**src/rtl/pfpa_pkg.sv**
```systemverilog
// Package for the population Fst/pi accumulator.
// Holds widths, opcode and symbol codes, the controller state type and the divider structs.
// Depends on nothing.
`default_nettype none
package pfpa_pkg;

  localparam int MAX_COLUMNS_DEF = 1024;
  localparam int CFG_W    = 11;
  localparam int IDX_W    = 10;
  localparam int TAG_W    = 2;
  localparam int CHAR_W   = 8;
  localparam int ACC_W    = 56;
  localparam int FRAC_W   = 24;
  localparam int FST_W    = 32;

  // divider: divisor up to twice an accumulator, dividend carries the fraction bits
  localparam int DVS_W    = ACC_W + 1;
  localparam int DVD_W    = DVS_W + FRAC_W;
  localparam int QUO_W    = FST_W + 2;

  localparam logic [1:0] OP_SET    = 2'd0;
  localparam logic [1:0] OP_SYMBOL = 2'd1;
  localparam logic [1:0] OP_REPORT = 2'd2;

  localparam logic [TAG_W-1:0] TAG_ONE = 2'd1;
  localparam logic [TAG_W-1:0] TAG_TWO = 2'd2;

  localparam logic [CHAR_W-1:0] CH_ZERO = 8'h30;
  localparam logic [CHAR_W-1:0] CH_TWO  = 8'h32;

  typedef enum logic [2:0] {
    ST_CLEAR,
    ST_IDLE,
    ST_SYM,
    ST_TERM,
    ST_WAIT,
    ST_REPORT
  } state_e;

  typedef enum logic [1:0] {
    TERM_W1,
    TERM_W2,
    TERM_B,
    TERM_FST
  } term_e;

  typedef struct packed {
    logic             start;
    logic [DVD_W-1:0] dividend;
    logic [DVS_W-1:0] divisor;
  } div_req_t;

  typedef struct packed {
    logic             done;
    logic             big;
    logic [QUO_W-1:0] quo;
  } div_rsp_t;

endpackage
`default_nettype wire

```
**src/rtl/pfpa_div.sv**
```systemverilog
// Restoring divider, one quotient bit per cycle.
// Depends on pfpa_pkg. Quotient keeps QUO_W low bits plus a sticky overflow flag.
`default_nettype none
module pfpa_div (
  input  wire logic               clk_i,
  input  wire logic               rst_ni,
  input  wire pfpa_pkg::div_req_t req_i,
  output pfpa_pkg::div_rsp_t      rsp_o
);
  import pfpa_pkg::*;

  localparam int CNT_W = $clog2(DVD_W);

  logic             busy_q, done_q;
  logic [CNT_W-1:0] cnt_q;
  logic [DVS_W-1:0] rem_q, dvs_q;
  logic [DVD_W-1:0] dvd_q;
  logic [QUO_W-1:0] quo_q;
  logic             big_q;

  logic [DVS_W:0]   trial;
  logic             ge;
  logic [DVS_W:0]   diff;

  assign trial = {rem_q, dvd_q[DVD_W-1]};
  assign ge    = trial >= {1'b0, dvs_q};
  assign diff  = trial - {1'b0, dvs_q};

  always_ff @(posedge clk_i or negedge rst_ni) begin
    if (!rst_ni) begin
      busy_q <= 1'b0;
      done_q <= 1'b0;
      cnt_q  <= '0;
    end else begin
      done_q <= 1'b0;
      if (req_i.start) begin
        busy_q <= 1'b1;
        cnt_q  <= '0;
      end else if (busy_q) begin
        cnt_q <= cnt_q + 1'b1;
        if (cnt_q == CNT_W'(DVD_W - 1)) begin
          busy_q <= 1'b0;
          done_q <= 1'b1;
        end
      end
    end
  end

  always_ff @(posedge clk_i) begin
    if (req_i.start) begin
      rem_q <= '0;
      dvd_q <= req_i.dividend;
      dvs_q <= req_i.divisor;
      quo_q <= '0;
      big_q <= 1'b0;
    end else if (busy_q) begin
      rem_q <= ge ? diff[DVS_W-1:0] : trial[DVS_W-1:0];
      dvd_q <= {dvd_q[DVD_W-2:0], 1'b0};
      quo_q <= {quo_q[QUO_W-2:0], ge};
      // remember any quotient bit pushed out of the top
      big_q <= big_q | quo_q[QUO_W-1];
    end
  end

  assign rsp_o.done = done_q;
  assign rsp_o.big  = big_q;
  assign rsp_o.quo  = quo_q;

endmodule
`default_nettype wire

```
**config.mk**
```make
export PLATFORM = sky130hd
export DESIGN_NAME = pfpa_div
export DESIGN_NICKNAME = d
export VERILOG_FILES = /design/src/rtl/pfpa_pkg.sv /design/src/rtl/pfpa_div.sv
export SDC_FILE = /design/constraint.sdc
export NUM_CORES = 1
export LEC_CHECK = 0
export BUFFER_PORTS_ARGS = -buffer_cell sky130_fd_sc_hd__buf_2
export CORE_MARGIN = 2
export CORE_UTILIZATION = 55
export CTS_BUF_LIST = sky130_fd_sc_hd__clkbuf_4 sky130_fd_sc_hd__clkbuf_8
export DETAILED_ROUTE_END_ITERATION = 10
export PLACE_DENSITY = 0.77
export SLEW_MARGIN = 20
export SYNTH_ARGS = -nofsm -noshare
export SYNTH_HDL_FRONTEND = slang
export SYNTH_SLANG_ARGS = --single-unit
export TNS_END_PERCENT = 5
```
**constraint.sdc**
```tcl
create_clock -name clk_i -period 3.7 [get_ports clk_i]
set_input_delay 0.74 -clock clk_i [delete_from_list [all_inputs] [get_ports clk_i]]
set_output_delay 0.74 -clock clk_i [all_outputs]
set_load 0.02 [all_outputs]
```
==> results.py <==
metrics = {
    "cts": {
        "cts.htree.levels": 2,
        "clkTransAtPathRegs_ps": 70,
        "insertion_delay_ps": 550,
        "post_cts_buffers": 0,
        "cts_buffers": 42,
        "hold_buffers": 0,
        "cts_tree": "built",
        "cts_max_path_buffers": 3,
        "root_buffer": "clkbuf_8",
        "cts-resized-gates": 0,
        "clock-sinks": 239,
    },
    "route": {
        "wire_per_inst_um": 16.8,
        "drc": 0,
        "dr.pass1.iters": 5,
        "routed_via_density": 5.68,
        "drt-total-wl_mm": 30.4,
        "antenna_left": 0,
        "vias": 10277,
        "first_iter_violations": 591,
    },
    "power_and_ir_drop": {
        "p_leak_nw": 6.79,
        "ir_drop_mv": 0.438,
        "p_per_area_nw_per_um2": 666,
    },
    "synth": {
        "ys_ff_latch": 239,
        "synth.net_count": 1495,
        "synth_enable_flop_cells": 138,
        "synth_ff_type": "edfxtp_1",
        "ys_types": 73,
        "ys_warn_count": 0,
        "netlist_instances": 1294,
        "syn_avg_cell_area_um2": 10.1,
        "synthArstFlopShare_pct": 3.77,
        "synth_area_um2": 13100,
        "ys_seq_area_share_pct": 47.5,
    },
    "setup_path": {
        "max_stage_delay_ps": 600,
        "path_cells": "inv_1, ha_1, nand4_1, a2111oi_1, a211oi_1, or4_1, a21oi_1, o21ai_1, o31ai_1, mux2_1, o32ai_1",
        "reg2reg_to": "rem_q[55]",
        "worstSetupStartpointType": "flip-flop",
        "cp-startpoint": "dvs_q[7]",
        "r2r_slack_ps": 220,
        "crit_buf_inv": 1,
        "worstPathRequired_ps": 4160,
        "endpoint_kind": "flip-flop",
        "cp_data_arrival_time_ps": 3940,
        "r2r-start": "dvs_q[7]",
        "worstRegToRegCells": 11,
        "cpMaxStageDelayCell": "or4_1",
        "worstSetupPathType": "flip-flop to flip-flop",
        "path_depth": 11,
        "critPathTopFamily": "compound AO/OA/AOI/OAI gates",
        "critPathCapture": "rem_q[55]",
        "cp_max_fo": 7,
    },
    "floorplan": {
        "rows": 56,
        "start_util_pct": 55.8,
        "die_area_um2": 25000,
        "die_w_um": 158,
        "pin_count": 177,
        "die_h_um": 158,
        "coreArea_um2": 23400,
    },
    "global_route": {
        "grt_pass1_wl_mm": 49.0,
        "grt.total_usage_pct": 24.2,
        "grt_max_degree": 89,
        "antenna_found_initial": 4,
        "grt-ovfl-total": 0,
        "grt_pass1_vias": 10019,
    },
    "timing": {
        "fin_crit_ps": 3480,
        "final_hold_viol_count": 0,
        "fmax_ghz": 0.287,
        "finClkSkew_ps": 18.3,
        "rsz0062_at_grt": "no",
        "slew-limit-headroom_pct": 51.6,
        "tns_ps": 0,
        "drv_slew": 0,
        "setup_viol": 0,
        "min_period_over_period_pct": 94.1,
        "worst_pin_slew_ps": 726,
    },
    "final_layout": {
        "stdcell_area_um2": 15100,
        "area_delta_synth_final_pct": 15.7,
        "drive_gt1_share_pct": 24.8,
        "fin_cells": 1810,
        "utilization_pct": 64.6,
        "n_antenna_cell": 0,
        "layout.nets": 1658,
    },
    "status": {
        "status": "completed",
    },
    "placed_design": {
        "dpl.cell_count": 1732,
        "port_buffers": 176,
        "dp_hpwl_mm": 21.2,
        "placed_area_um2": 14200,
        "gp_congestion": 0.892,
    },
    "job": {
        "max_cap_violations": 0,
    },
    "worst_hold_path": {
        "hp-class": "input pin to async pin",
    },
}
-- state kept, by name, summed over array words and instances (netlist names) --
register and cells:
busy_q 1, big_q 1, done_q 1, quo_q 34
rem_q 57, cnt_q 7, dvs_q 57, dvd_q 81
-- synth_stat cells (all sizes together), types with 32 or more instances --
master / n / area [um2]
a21o: 39 / 293
a21oi: 72 / 364
a311oi: 43 / 377
clkbuf: 59 / 225
dfxtp: 92 / 1840
edfxtp: 138 / 4140
ha: 59 / 738
inv: 73 / 274
mux2: 84 / 950
mux2i: 40 / 400
nand2: 157 / 589
nor2: 133 / 499
o21ai: 46 / 241
xnor2: 32 / 280
-- logic make-up after synthesis --
| group | count (synthesis) | share of synthesized area [%] |
|---|---|---|
| AND/OR/NAND/NOR | 388 | 13.0 |
| XOR/XNOR | 47 | 3.15 |
| buffers and inverters | 148 | 4.77 |
| adder cells (fa/ha/maj) | 60 | 5.80 |
| multiplexers | 124 | 10.3 |
| flip-flops | 239 | 47.5 |
| AO/OA/AOI/OAI | 288 | 15.4 |
-- cells in the final DEF (no fill, tap or decap), types with 18 or more instances in the layout --
cell type / instances
nand3_1: 18
ha_1: 59
o21ai_0: 44
buf_2: 175
nor2_1: 133
nand2_1: 157
a21o_1: 39
a21oi_1: 71
a311oi_1: 43
clkbuf_8: 47
edfxtp_1: 138
dfxtp_1: 92
clkbuf_4: 19
xnor2_1: 32
mux2i_1: 40
inv_1: 72
mux2_2: 82
nand4_1: 22
-- per-layer routing --
| layer | part of all wire [%] | GRT usage (%) | vias to the layer above |
|---|---|---|---|
| met4 | 1.9 | 6.61 | 4 |
| met5 | 0.059 | 0 | - |
| met3 | 8.1 | 7.31 | 65 |
| met2 | 45 | 38.9 | 319 |
| met1 | 45 | 31.8 | 4862 |
| li1 | - | - | 5027 |
-- worst register-to-register path, stage by stage (launching register included) --
cell,delay [ps]
edfxtp_1,330
inv_1,40
ha_1,400
nand4_1,140
a2111oi_1,330
a211oi_1,120
or4_1,600
a21oi_1,340
o21ai_1,240
o31ai_1,390
mux2_1,360
o32ai_1,100
-- cell type report --
| type | count | area [um2] |
|---|---|---|
| inverters | 73 | 274 |
| multi-input cells | 907 | 6240 |
| flip-flops and latches | 239 | 6210 |
| well taps | 319 | 399 |
| repair buffers | 194 | 1060 |
| clock buffers | 65 | 776 |
| fillers | 1929 | 8290 |
| clock inverters | 13 | 144 |
-- power by group --
group | total [mW] | internal, mW | switching [mW]
Sequential | 3.55 | 3.26 | 0.290
Combinational | 3.89 | 1.61 | 2.28
Clock | 2.63 | 1.49 | 1.14
-- through the flow --
stage	total power [mW]	setup WS [ps]	hold WS, ps
detailed placement	7.38	198	462
global route	10.7	6.16	34.4
finish	10.1	218	40.7
CTS	10.0	174	22.8
floorplan	6.50	93.7	438
global placement	7.30	349	445
-- worst min path at each step --
stage / startpoint / end / slack, ps
floorplan: rst_ni / busy_q / 440
global placement: big_q / big_q / 440
detailed placement: big_q / big_q / 460
CTS: rst_ni / cnt_q[1] / 20
global route: rst_ni / cnt_q[1] / 30
finish: rst_ni / cnt_q[0] / 40
No activity file was read; power rests on OpenSTA's default activity.
